[src/design/nmc_pkg.sv]
package nmc_pkg;

	localparam int DATA_W    = 16;
	localparam int PROD_W    = 32;
	localparam int PP_W      = 31;
	localparam int DOT_W     = 44;
	localparam int NORM_W    = 43;
	localparam int THR_W     = 40;
	localparam int MAG_W     = 44;
	localparam int SQ_W      = 88;
	localparam int MUL_W     = SQ_W + MAG_W;
	localparam int MCNT_W    = 6;
	localparam int OUT_CLS_W = 2;

	localparam logic [THR_W-1:0] THR_RESET = THR_W'(17);

	typedef enum logic [1:0] {
		MUL_SQ,
		MUL_LHS,
		MUL_RHS
	} mul_sel_t;

	typedef struct packed {
		logic     clr_step;
		logic     cls_first;
		logic     cls_next;
		logic     mul_start;
		mul_sel_t mul_sel;
		logic     take_sq;
		logic     take_lhs;
		logic     take_best;
		logic     out_load;
	} nmc_cmd_t;

	typedef struct packed {
		logic clr_done;
		logic pipe_busy;
		logic last_accept;
		logic mul_busy;
		logic cls_valid;
		logic cls_last;
		logic quick;
		logic quick_win;
		logic cmp_win;
		logic out_free;
	} nmc_sts_t;

endpackage

[src/design/nmc_ctrl.sv]
module nmc_ctrl
	import nmc_pkg::*;
(
	input  logic     clk,
	input  logic     arst_n,
	input  nmc_sts_t sts,
	output nmc_cmd_t cmd,
	output logic     in_stall
);

	typedef enum logic [3:0] {
		ST_CLEAR,
		ST_IDLE,
		ST_DRAIN,
		ST_CHECK,
		ST_SQ,
		ST_SQ_W,
		ST_DECIDE,
		ST_LHS,
		ST_LHS_W,
		ST_RHS,
		ST_RHS_W,
		ST_NEXT,
		ST_EMIT
	} state_t;

	state_t state_q, state_d;

	always_comb begin
		state_d = state_q;
		cmd     = '0;
		case (state_q)
			ST_CLEAR: begin
				cmd.clr_step = 1'b1;
				if (sts.clr_done) state_d = ST_IDLE;
			end
			ST_IDLE: begin
				if (sts.last_accept) state_d = ST_DRAIN;
			end
			ST_DRAIN: begin
				if (!sts.pipe_busy) begin
					cmd.cls_first = 1'b1;
					state_d       = ST_CHECK;
				end
			end
			ST_CHECK: begin
				state_d = sts.cls_valid ? ST_SQ : ST_NEXT;
			end
			ST_SQ: begin
				cmd.mul_start = 1'b1;
				cmd.mul_sel   = MUL_SQ;
				state_d       = ST_SQ_W;
			end
			ST_SQ_W: begin
				if (!sts.mul_busy) begin
					cmd.take_sq = 1'b1;
					state_d     = ST_DECIDE;
				end
			end
			ST_DECIDE: begin
				if (sts.quick) begin
					cmd.take_best = sts.quick_win;
					state_d       = ST_NEXT;
				end else begin
					state_d = ST_LHS;
				end
			end
			ST_LHS: begin
				cmd.mul_start = 1'b1;
				cmd.mul_sel   = MUL_LHS;
				state_d       = ST_LHS_W;
			end
			ST_LHS_W: begin
				cmd.mul_sel = MUL_LHS;
				if (!sts.mul_busy) begin
					cmd.take_lhs = 1'b1;
					state_d      = ST_RHS;
				end
			end
			ST_RHS: begin
				cmd.mul_start = 1'b1;
				cmd.mul_sel   = MUL_RHS;
				state_d       = ST_RHS_W;
			end
			ST_RHS_W: begin
				cmd.mul_sel = MUL_RHS;
				if (!sts.mul_busy) begin
					cmd.take_best = sts.cmp_win;
					state_d       = ST_NEXT;
				end
			end
			ST_NEXT: begin
				if (sts.cls_last) begin
					state_d = ST_EMIT;
				end else begin
					cmd.cls_next = 1'b1;
					state_d      = ST_CHECK;
				end
			end
			ST_EMIT: begin
				if (sts.out_free) begin
					cmd.out_load = 1'b1;
					state_d      = ST_IDLE;
				end
			end
			default: state_d = ST_IDLE;
		endcase
	end

	always_ff @(posedge clk or negedge arst_n) begin
		if (!arst_n) begin
			state_q  <= ST_CLEAR;
			in_stall <= 1'b1;
		end else begin
			state_q  <= state_d;
			in_stall <= (state_d != ST_IDLE);
		end
	end

`ifndef SYNTHESIS
	a_stall_state: assert property (@(posedge clk) disable iff (!arst_n)
		in_stall == (state_q != ST_IDLE))
		else $error("stall out of step with state");
	a_mul_idle: assert property (@(posedge clk) disable iff (!arst_n)
		cmd.mul_start |-> !sts.mul_busy)
		else $error("multiplier started while busy");
	a_out_free: assert property (@(posedge clk) disable iff (!arst_n)
		cmd.out_load |-> sts.out_free)
		else $error("result loaded over a pending one");
`endif

endmodule

[config.mk]
export PLATFORM = sky130hd
export DESIGN_NAME = nmc_ctrl
export DESIGN_NICKNAME = d
export VERILOG_FILES = /design/src/design/nmc_pkg.sv /design/src/design/nmc_ctrl.sv
export SDC_FILE = /design/constraint.sdc
export NUM_CORES = 1
export LEC_CHECK = 0
export BUFFER_PORTS_ARGS = -buffer_cell sky130_fd_sc_hd__clkbuf_2
export CORE_AREA = 2 2 39 41
export CTS_CLUSTER_DIAMETER = 30
export DETAILED_ROUTE_END_ITERATION = 6
export DIE_AREA = 0 0 41 43
export GPL_TIMING_DRIVEN = 0
export PLACE_DENSITY = 0.69
export SETUP_SLACK_MARGIN = 0.1
export SYNTH_ARGS = -nofsm -noshare
export SYNTH_HDL_FRONTEND = slang
export SYNTH_SLANG_ARGS = --single-unit
[constraint.sdc]
create_clock -name clk -period 2.7 [get_ports clk]
set_input_delay 0.27 -clock clk [delete_from_list [all_inputs] [get_ports clk]]
set_output_delay 0.27 -clock clk [all_outputs]
set_load 0.005 [all_outputs]
# Word level (Yosys, flattened, before mapping)
# Cells that the tools add are included.
[op_classes]
n_mux = 26
n_reduce_logical = 4
n_eq_ne = 13
[op_table]
columns = ["op", "n"]
rows = [
  ["one-hot mux 4 bit (13 select lines)", 1],
  ["2-to-1 mux 4 bit", 10],
  ["equality test 4 bit, second input constant", 5],
  ["equality test 4 x 3 -> 1 bit, second input constant", 4],
  ["2-to-1 mux 1 bit", 13],
  ["equality test 4 x 2 -> 1 bit, second input constant", 2],
  ["equality test 4 x 1 -> 1 bit, second input constant", 1],
  ["logical NOT 4 bit", 1],
  ["!= test 4 x 1 -> 1 bit, second input constant", 1],
  ["one-hot mux 2 bit (2 select lines)", 1],
  ["OR reduction 2 bit", 2],
  ["OR reduction 3 bit", 1],
  ["one-hot mux 1 bit (2 select lines)", 1],
]
[totals]
elab_cells = 45
input_bits = 12
reg_bits = 5
output_inout_bits = 11

# Logic depth before layout (Yosys ltp)
# Gate-level depths: netlist of the first run.
[depth]
depth_word = 3
ltp_mapped = 7
mapped_depth_nobuf = 5

# Worst setup path after synthesis of the first run
# Ideal clock, no wire load.
[synth_timing]
path_type = "flip-flop to flip-flop"
start = "reg state_q[2]"
end = "reg in_stall"
t_required_ps = 2606
t_arrival_ps = 1548
path_stages_with_launch = 6
n_path_buf = 1
setup_slack_ps = 1058
setup_time_ps = 94
path_cell_list = "dfrtp_1 -> buf_6 -> a22o_1 -> a32o_1 -> o21bai_4 -> or4b_1"
[synth_between]
elab_chain_len = 3
elab_cells_between_ends = 22
classes_between = "13 x eq/ne; 8 x mux; 1 x reduce/logical"
[synth_lines]
columns = ["element", "line", "source"]
rows = [
  ["from (decl)", "nmc_ctrl.sv:27", "state_t state_q, state_d;"],
  ["from (signal assigned)", "nmc_ctrl.sv:115", "state_q <= state_d;"],
  ["equality test 4 bit, or another cell as far along", "nmc_ctrl.sv:32", "case (state_q)"],
  ["one-hot mux 4 bit (13 select lines) *", "nmc_ctrl.sv:32", ""],
  ["net state_d[3]", "nmc_ctrl.sv:27", ""],
  ["!= test 4 x 1 -> 1 bit *", "nmc_ctrl.sv:116", "in_stall <= (state_d != ST_IDLE);"],
  ["to (signal assigned)", "nmc_ctrl.sv:116", ""],
  ["to (decl)", "nmc_ctrl.sv:8", "output logic in_stall"],
]
# The timed path passes the listed nets; every way through them passes the cells marked *.

==> results of run 1 <==
final cells by class:
| type | instances | area [um2] | share of cell area |
|---|---|---|---|
| repair buffers | 23 | 120 | 0.172 |
| inverters | 3 | 11.3 | 0.0162 |
| multi-input cells | 54 | 342 | 0.490 |
| well taps | 16 | 20.0 | 0.0287 |
| flip-flops and latches | 5 | 126 | 0.181 |
| plain buffers | 6 | 51.3 | 0.0736 |
| clock buffers | 4 | 26.3 | 0.0377 |
per-layer routing:
| layer | track usage | vias to the layer above | part of all wire |
|---|---|---|---|
| met2 | 0.238 | 15 | 0.45 |
| met4 | 0.0800 | 0 | 0 |
| met5 | 0 | - | 0 |
| met3 | 0 | 0 | 0.039 |
| li1 | - | 306 | - |
| met1 | 0.215 | 254 | 0.51 |
cell usage after synthesis:
cell type / count / share of area
o22ai_1: 3 / 0.035
inv_2: 1 / 0.0071
nor2b_1: 3 / 0.035
a21oi_1: 4 / 0.038
nand2b_1: 3 / 0.035
o21bai_4: 1 / 0.035
or4b_1: 1 / 0.019
a22o_1: 1 / 0.017
a2bb2oi_1: 1 / 0.017
o32a_2: 1 / 0.021
and3_1: 1 / 0.012
nand2_2: 1 / 0.012
a311o_1: 1 / 0.019
o21ai_0: 3 / 0.028
dfstp_2: 1 / 0.050
dfrtp_1: 4 / 0.19
nor2_1: 11 / 0.078
o31ai_1: 1 / 0.014
a211oi_1: 1 / 0.014
nor4_1: 1 / 0.012
nor4b_1: 1 / 0.017
nor3_1: 4 / 0.038
a31oi_1: 1 / 0.012
a221oi_2: 1 / 0.028
nand2_1: 4 / 0.028
buf_4: 1 / 0.014
a211o_1: 1 / 0.017
buf_2: 2 / 0.019
a32o_1: 1 / 0.019
o31a_1: 1 / 0.017
buf_6: 3 / 0.064
o211ai_1: 1 / 0.014
inv_1: 2 / 0.014
nor3b_1: 1 / 0.014
worst register-to-register path: stages, from the launching register on:
cell and delay (ns):
dfrtp_1 0.39, buf_6 0.15, a22o_1 0.21, a32o_1 0.26, o21bai_4 0.17, or4b_1 0.47
where the power goes:
group          total (mW)  internal [mW]  switching, mW
clock network      0.0825         0.0556         0.0269
logic               0.597          0.273          0.324
registers           0.132          0.114         0.0172
sequential cells by signal (all words and copies together), names as in the netlist:
signal	count
in_stall	1
state_q	4
worst paths after layout:
path                       startpoint          to  slack (ns)  cells past startpoint
min reg2reg                state_q[3]  state_q[3]        0.69                      3
min in group clk               sts[0]  state_q[3]        0.40                      3
max in group asynchronous      arst_n    in_stall        2.11                      2
max reg2reg                state_q[2]    in_stall        0.97                      5
min                            arst_n  state_q[3]        0.38                      2
max                        state_q[2]      cmd[1]        0.85                      7
cell families after synthesis:
group                  count (synthesis)  share of synthesized area
AOI/OAI and AO/OA                     23                      0.344
and+or+nand+nor                       31                      0.300
buffers and inverters                  9                      0.118
DFF                                    5                      0.238
per-stage QoR:
step | hold slack, ns | std cells | total power [mW]
global route | 0.396 | 111 | 0.886
floorplan | -0.0256 | 68 | 0.588
detailed placement | 0.0889 | 106 | 0.724
finish | 0.378 | 111 | 0.811
global placement | 0.0853 | 106 | 0.720
CTS | 0.374 | 111 | 0.814
repair_timing:
action,CTS,global route
endpoints found under the setup margin,0,0
hold endpoints to repair,4,0
hold buffers,1,0
setup buffers,0,0
==> impl_metrics.json, run 1 <==
{
  "first_global_vias": 470,
  "fill_cells": 145,
  "ys_types": 34,
  "post-place-ws_ns": 0.980,
  "drt_pass1_iterations": 2,
  "initial_utilization": 0.383,
  "clk_latency_ns": 0.24,
  "crit_chain": "buf_6 -> buf_6 -> nand2b_1 -> nor3b_1 -> a31oi_1 -> nor2_1 -> clkbuf_2",
  "area_growth_pct": 31.4,
  "cts_buffers": 3,
  "max_freq_mhz": 540,
  "finalMaxSlewViolations": 0,
  "rsz0062_at_grt": "no",
  "grt_usage": 0.155,
  "clockBufferDepth": 2,
  "power.leakage_nw": 0.323,
  "grt_pass1_wl_mm": 1.87,
  "ys_seq_area_frac": 0.238,
  "die_w_um": 41,
  "slew_headroom": 0.780,
  "nNetsFinal": 108,
  "post-route-period-util": 0.686,
  "crit_fanout": 10,
  "maxCapViolations": 0,
  "cts-root-buf": "clkbuf_4",
  "io_pins": 23,
  "totalWireLength_mm": 1.31,
  "drc": 0,
  "final_common_cell": "clkbuf_2",
  "crit_family": "simple AND/OR/NAND/NOR gates",
  "overflow": 0,
  "grt_start_max_net_pins": 11,
  "required_ns": 2.43,
  "skew_ns": 0.00236,
  "die_y_um": 43,
  "grt_antenna_before_repair": 0,
  "p_per_area_mw_per_mm2": 1160,
  "end_kind": "output port",
  "die_area_mm2": 0.00176,
  "final.setup.worst_slack_ns": 0.847,
  "setup_viol": 0,
  "std_cell_rows": 14,
  "routabilityCongestion": 0.772,
  "ir_drop_mv": 0.561,
  "period_needed_ns": 1.85,
  "cts_resized": 0,
  "final_area_um2": 697,
  "drt_iter0_markers": 5,
  "min-delay-path-class": "in2async",
  "finish.utilization": 0.504,
  "synth_area_um2": 531,
  "status": "finished clean",
  "cp_data_arrival_time_ns": 1.58,
  "critPathMostFrequentCell": "buf_6",
  "numPortBuffers": 22,
  "synth_seq_cells": 5,
  "cp_num_buf_inv": 3,
  "cts.sinks": 5,
  "dp_hpwl_mm": 1.00,
  "cts_tree": "yes",
  "worst-setup-path-type": "reg2out",
  "drive_gt1_frac": 0.389,
  "layout_common_cells": "22 x clkbuf_2, 11 x nor2_1",
  "worst_slew_pin_slew_ns": 0.327,
  "fin_tns_setup_ns": 0,
  "max_stage_delay_ns": 0.39,
  "avgSynthCellArea_um2": 7.80,
  "hold_viol_final": 0,
  "core_area_mm2": 0.00138,
  "vias_per_cell": 5.18,
  "routed_wire_length_per_instance_um": 11.8,
  "ys.warnings.count": 0,
  "placedInstanceArea_um2": 661,
  "diodes": 0,
  "clk_pin_slew_ns": 0.04,
  "slowest_stage": "dfrtp_1",
  "htreeDepth": 1,
  "syn_nets": 80,
  "cp-start-kind": "flip-flop",
  "ant_nets": 0,
  "num_vias": 575,
  "syn_inst": 68
}
(Power assumes the default switching activity.)
==> inputs of run 2 (changes only) <==
--- a/config.mk
+++ b/config.mk
@@ -6,12 +6,12 @@
 export NUM_CORES = 1
 export LEC_CHECK = 0
 export BUFFER_PORTS_ARGS = -buffer_cell sky130_fd_sc_hd__clkbuf_2
-export CORE_AREA = 2 2 39 41
+export CORE_MARGIN = 2
+export CORE_UTILIZATION = 40
 export CTS_CLUSTER_DIAMETER = 30
 export DETAILED_ROUTE_END_ITERATION = 6
-export DIE_AREA = 0 0 41 43
 export GPL_TIMING_DRIVEN = 0
-export PLACE_DENSITY = 0.69
+export PLACE_DENSITY = 0.72
 export SETUP_SLACK_MARGIN = 0.1
 export SYNTH_ARGS = -nofsm -noshare
 export SYNTH_HDL_FRONTEND = slang
==> constraint.sdc (replaced) <==
create_clock -name clk -period 1.7 [get_ports clk]
set_input_delay 0.17 -clock clk [delete_from_list [all_inputs] [get_ports clk]]
set_output_delay 0.17 -clock clk [all_outputs]
set_load 0.005 [all_outputs]
==> run 2 against run 1 <==
Effect of this change: the flow now finishes with violations (negative setup slack); cell count up 4.5%; flip-flop and latch count unchanged; global-route usage up 4.7 points; critical path depth down 2; first-iteration DRC count rose to 4.8 times the previous value; clock skew down 0.0021 ns; worst hold slack worse by 0.11 ns; via count up 8.7%; critical path type is now reg2reg; largest cell class unchanged.
==> impl_metrics.json, run 2 (same netlist as run 1, synthesis figures left out) <==
{
  "power_frac_comb": 0.776,
  "grt_pass1_wl_mm": 2.10,
  "cts.sinks": 5,
  "fin_tns_setup_ns": -0.108,
  "switching_share": 0.454,
  "setup_viol": 2,
  "grt_util_met3": 0.0333,
  "placedInstanceArea_um2": 659,
  "post-route-period-util": 1.05,
  "max_freq_mhz": 563,
  "routed_wire_length_per_instance_um": 12.9,
  "cts_tree": "yes",
  "status": "finished, violations left",
  "slew_headroom": 0.808,
  "final_area_um2": 798,
  "overflow": 0,
  "cts-root-buf": "clkbuf_4",
  "p_per_area_mw_per_mm2": 1930,
  "grt_antenna_before_repair": 0,
  "seqPwrFrac": 0.137,
  "met2_usage": 0.337,
  "final.setup.worst_slack_ns": -0.0775,
  "drt_iter0_markers": 24,
  "hold_viol_final": 0,
  "core_area_mm2": 0.00127,
  "diodes": 0,
  "htreeDepth": 1,
  "first_global_vias": 496,
  "grt_usage": 0.202,
  "largest_reg_flops": 4,
  "reg_top3": "state_q x4, in_stall x1",
  "clockBufferDepth": 2,
  "finalMaxSlewViolations": 0,
  "cp-start-kind": "flip-flop",
  "routabilityCongestion": 0.803,
  "fill_cells": 123,
  "nNetsFinal": 114,
  "worst_slew_pin_slew_ns": 0.286,
  "drt_pass1_iterations": 4,
  "totalWireLength_mm": 1.50,
  "maxCapViolations": 0,
  "finish.utilization": 0.629,
  "std_cell_rows": 13,
  "area_growth_pct": 50.5,
  "numPortBuffers": 22,
  "dp.cells": 105,
  "total_power_mw": 1.54,
  "vias_per_cell": 5.39,
  "p_switching_mw": 0.700,
  "drc": 0,
  "worst-setup-path-type": "reg2reg",
  "ant_nets": 0,
  "die_y_um": 40.4,
  "required_ns": 1.85,
  "drive_gt1_frac": 0.545,
  "timing.hold.ws_ns": 0.265,
  "num_vias": 625,
  "post-place-ws_ns": -0.0632,
  "clk_pin_slew_ns": 0.04,
  "crit_fanout": 8,
  "p_int_mw": 0.842,
  "min-delay-path-class": "in2async",
  "top_usage_layer": "met2",
  "ir_drop_mv": 1.07,
  "cts_buffers": 3,
  "initial_utilization": 0.418,
  "clk_latency_ns": 0.24,
  "die_w_um": 40.4,
  "final_common_cell": "clkbuf_2",
  "top_register": "state_q",
  "rsz0062_at_grt": "yes",
  "power.leakage_nw": 0.365,
  "skew_ns": 0.000243,
  "grt_start_max_net_pins": 11,
  "clockPowerShare": 0.088,
  "period_needed_ns": 1.78,
  "grtUsageMet1": 0.246,
  "io_pins": 23,
  "die_area_mm2": 0.00163,
  "fin_cells": 116,
  "end_kind": "flip-flop",
  "violations": "negative setup slack",
  "cp_data_arrival_time_ns": 1.93,
  "layout_common_cells": "22 x clkbuf_2, 8 x buf_4, 8 x nor2_1",
  "dp_hpwl_mm": 1.03
}
[run 2: critical path: stages, from the launching register on]
cell      delay, ns
dfrtp_1        0.39
buf_6          0.14
a22o_1         0.20
a32o_1         0.24
o21bai_4       0.17
or4b_4         0.54
[run 2: area by class of cell]
class / count / area (um2) / area share
inverter: 3 / 11.3 / 0.0141
timing repair buffer: 29 / 165 / 0.207
tap: 15 / 18.8 / 0.0235
multi-input combinational: 54 / 397 / 0.497
clock buffer: 4 / 26.3 / 0.0329
buffer: 6 / 53.8 / 0.0674
sequential: 5 / 126 / 0.158
[run 2: metal layers]
layer / wire length, um / share of wire / vias up
met3: 87 / 0.058 / 2
met1: 668 / 0.45 / 280
li1: - / - / 314
met5: 0 / 0 / -
met4: 23 / 0.015 / 0
met2: 718 / 0.48 / 29
[run 2: worst paths after layout]
path	depth (start not counted)	end	slack [ns]	start
worst max-delay path	5	in_stall	-0.08	state_q[2]
worst min-delay path	2	state_q[2]	0.26	arst_n
worst max register to register	5	in_stall	-0.08	state_q[2]
worst min register to register	3	state_q[3]	0.73	state_q[3]
max in group asynchronous	2	in_stall	1.23	arst_n
min in group clk	3	state_q[3]	0.32	sts[0]
[run 2: power groups by stage]
stage / clock [mW] / sequential (mW) / combinational, mW
5_1_grt: 0.146 / 0.219 / 1.28
3_5_place_dp: 0 / 0.213 / 0.946
6_report: 0.135 / 0.211 / 1.20
3_3_place_gp: 0 / 0.210 / 0.927
4_1_cts: 0.137 / 0.212 / 1.01
2_1_floorplan: 0 / 0.207 / 0.726
[run 2: timing repair]
action                                 in CTS  in global routing
pin swaps                                   0                  5
resized for setup                           5                 10
hold buffers                                1                  0
setup buffers                               0                  6
setup endpoints to repair                   5                  8
endpoints found under the hold margin       5                  0
==> inputs of run 3 (changes only) <==
--- a/config.mk
+++ b/config.mk
@@ -11,7 +11,7 @@
 export CTS_CLUSTER_DIAMETER = 30
 export DETAILED_ROUTE_END_ITERATION = 6
 export GPL_TIMING_DRIVEN = 0
-export PLACE_DENSITY = 0.72
+export PLACE_DENSITY = 0.68
 export SETUP_SLACK_MARGIN = 0.1
 export SYNTH_ARGS = -nofsm -noshare
 export SYNTH_HDL_FRONTEND = slang
==> run 3 against run 2 <==
Effect of this change: the flow still finishes with violations (negative setup slack); register-to-register slack better by 0.06 ns; clock power down 3%; power down 6.1%; combinational power down 8%; sequential power about the same; global-route usage down 1.8 points.
==> impl_metrics.json, run 3 (same netlist as run 1, synthesis figures left out) <==
{
  "cts.sinks": 5,
  "max_freq_mhz": 582,
  "core_area_mm2": 0.00127,
  "post-place-ws_ns": -0.0445,
  "top_usage_layer": "met2",
  "min-delay-path-class": "in2async",
  "drc": 0,
  "p_switching_mw": 0.656,
  "numPortBuffers": 22,
  "final_common_cell": "clkbuf_2",
  "clk_latency_ns": 0.23,
  "reg2reg_depth": 5,
  "clockBufferDepth": 2,
  "grt_usage": 0.184,
  "crit_chain": "nand2b_1 -> a22o_1 -> a32o_1 -> o21bai_4 -> or4b_1",
  "io_pins": 23,
  "drive_gt1_frac": 0.480,
  "overflow": 0,
  "clockPowerShare": 0.090,
  "hold_viol_final": 0,
  "period_needed_ns": 1.72,
  "cts_tree": "yes",
  "drt_pass1_iterations": 4,
  "grt_antenna_before_repair": 0,
  "max_stage_delay_ns": 0.47,
  "die_area_mm2": 0.00163,
  "rr_endpoint": "in_stall",
  "final.setup.worst_slack_ns": -0.0186,
  "slowest_stage": "or4b_1",
  "rsz0062_at_grt": "yes",
  "crit_fanout": 3,
  "worst_slew_pin_slew_ns": 0.339,
  "total_power_mw": 1.45,
  "area_growth_pct": 43.6,
  "crit_family": "simple AND/OR/NAND/NOR gates",
  "skew_ns": 0.00117,
  "slew_headroom": 0.772,
  "grtUsageMet1": 0.194,
  "finalMaxSlewViolations": 0,
  "reg2reg_from": "state_q[2]",
  "nNetsFinal": 111,
  "vias_per_cell": 5.55,
  "ant_nets": 0,
  "multi_input_comb_area_um2": 379,
  "post-route-period-util": 1.01,
  "power_frac_comb": 0.763,
  "htreeDepth": 1,
  "routabilityCongestion": 0.806,
  "power.leakage_nw": 0.353,
  "drt_iter0_markers": 4,
  "fill_cells": 120,
  "grt_pass1_wl_mm": 1.93,
  "met2_usage": 0.337,
  "p_int_mw": 0.791,
  "maxCapViolations": 0,
  "end_kind": "flip-flop",
  "cp-start-kind": "flip-flop",
  "top_register": "state_q",
  "cp_num_buf_inv": 0,
  "seqPwrFrac": 0.146,
  "diodes": 0,
  "grt_util_met3": 0.0333,
  "std_cell_rows": 13,
  "totalWireLength_mm": 1.41,
  "fin_tns_setup_ns": -0.0186,
  "cp_data_arrival_time_ns": 1.86,
  "ff_latch_area_um2": 126,
  "dp_hpwl_mm": 1.02,
  "initial_utilization": 0.418,
  "p_per_area_mw_per_mm2": 1900,
  "worst-setup-path-type": "reg2reg",
  "ir_drop_mv": 0.912,
  "die_w_um": 40.4,
  "cts-root-buf": "clkbuf_4",
  "ff2ff_setup_slack_ns": -0.02,
  "setup_viol": 1,
  "switching_share": 0.453,
  "status": "finished, violations left",
  "required_ns": 1.85,
  "clk_pin_slew_ns": 0.04,
  "violations": "negative setup slack",
  "grt_start_max_net_pins": 11,
  "timing.hold.ws_ns": 0.283,
  "die_y_um": 40.4,
  "layout_common_cells": "22 x clkbuf_2, 9 x nor2_1",
  "routed_wire_length_per_instance_um": 12.5,
  "first_global_vias": 489,
  "cts_buffers": 3,
  "largest_reg_flops": 4,
  "num_vias": 627,
  "reg_top3": "state_q x4, in_stall x1"
}
==> run 3: layout make-up <==
cell class | instances | area share
Buffer | 6 | 0.0788
Multi-Input combinational cell | 54 | 0.498
Tap cell | 15 | 0.0246
Clock buffer | 4 | 0.0345
Timing Repair Buffer | 26 | 0.184
Inverter | 3 | 0.0148
Sequential cell | 5 | 0.166
==> run 3: worst max path at each step <==
| stage | from | cells past startpoint | slack (ns) | to |
|---|---|---|---|---|
| finish | state_q[2] | 5 | -0.02 | in_stall |
| global route | state_q[1] | 6 | -0.08 | in_stall |
| CTS | state_q[2] | 5 | -0.008 | in_stall |
| detailed placement | state_q[0] | 6 | -0.04 | in_stall |
| global placement | state_q[2] | 5 | 0.005 | in_stall |
| floorplan | state_q[2] | 5 | 0.06 | in_stall |
==> run 3: power by group through the flow <==
| stage | logic [mW] | clock network (mW) | registers (mW) |
|---|---|---|---|
| floorplan | 0.726 | 0 | 0.207 |
| global placement | 0.932 | 0 | 0.210 |
| detailed placement | 0.943 | 0 | 0.212 |
| CTS | 0.999 | 0.139 | 0.210 |
| global route | 1.19 | 0.141 | 0.221 |
| finish | 1.10 | 0.131 | 0.212 |
==> run 3: through the flow <==
step | util | cell area, um2 | cells
5_1_grt | 0.601 | 762 | 113
2_1_floorplan | - | 531 | 68
3_5_place_dp | 0.520 | 659 | 105
4_1_cts | 0.568 | 721 | 111
6_report | 0.601 | 762 | 113
3_3_place_gp | 0.520 | 659 | 105
==> run 3: per-layer routing <==
metal	share of wire	up-vias	wire length (um)
li1	-	312	-
met1	0.46	298	645
met2	0.51	17	715
met3	0.037	0	52
met4	0	0	0
met5	0	-	0
==> run 3: timing repair <==
item / in CTS / in global routing
endpoints found under the hold margin: 5 / 0
resized for setup: 3 / 11
hold buffers: 1 / 0
setup endpoints to repair: 5 / 5
setup buffers: 1 / 2
pin swaps: 2 / 3
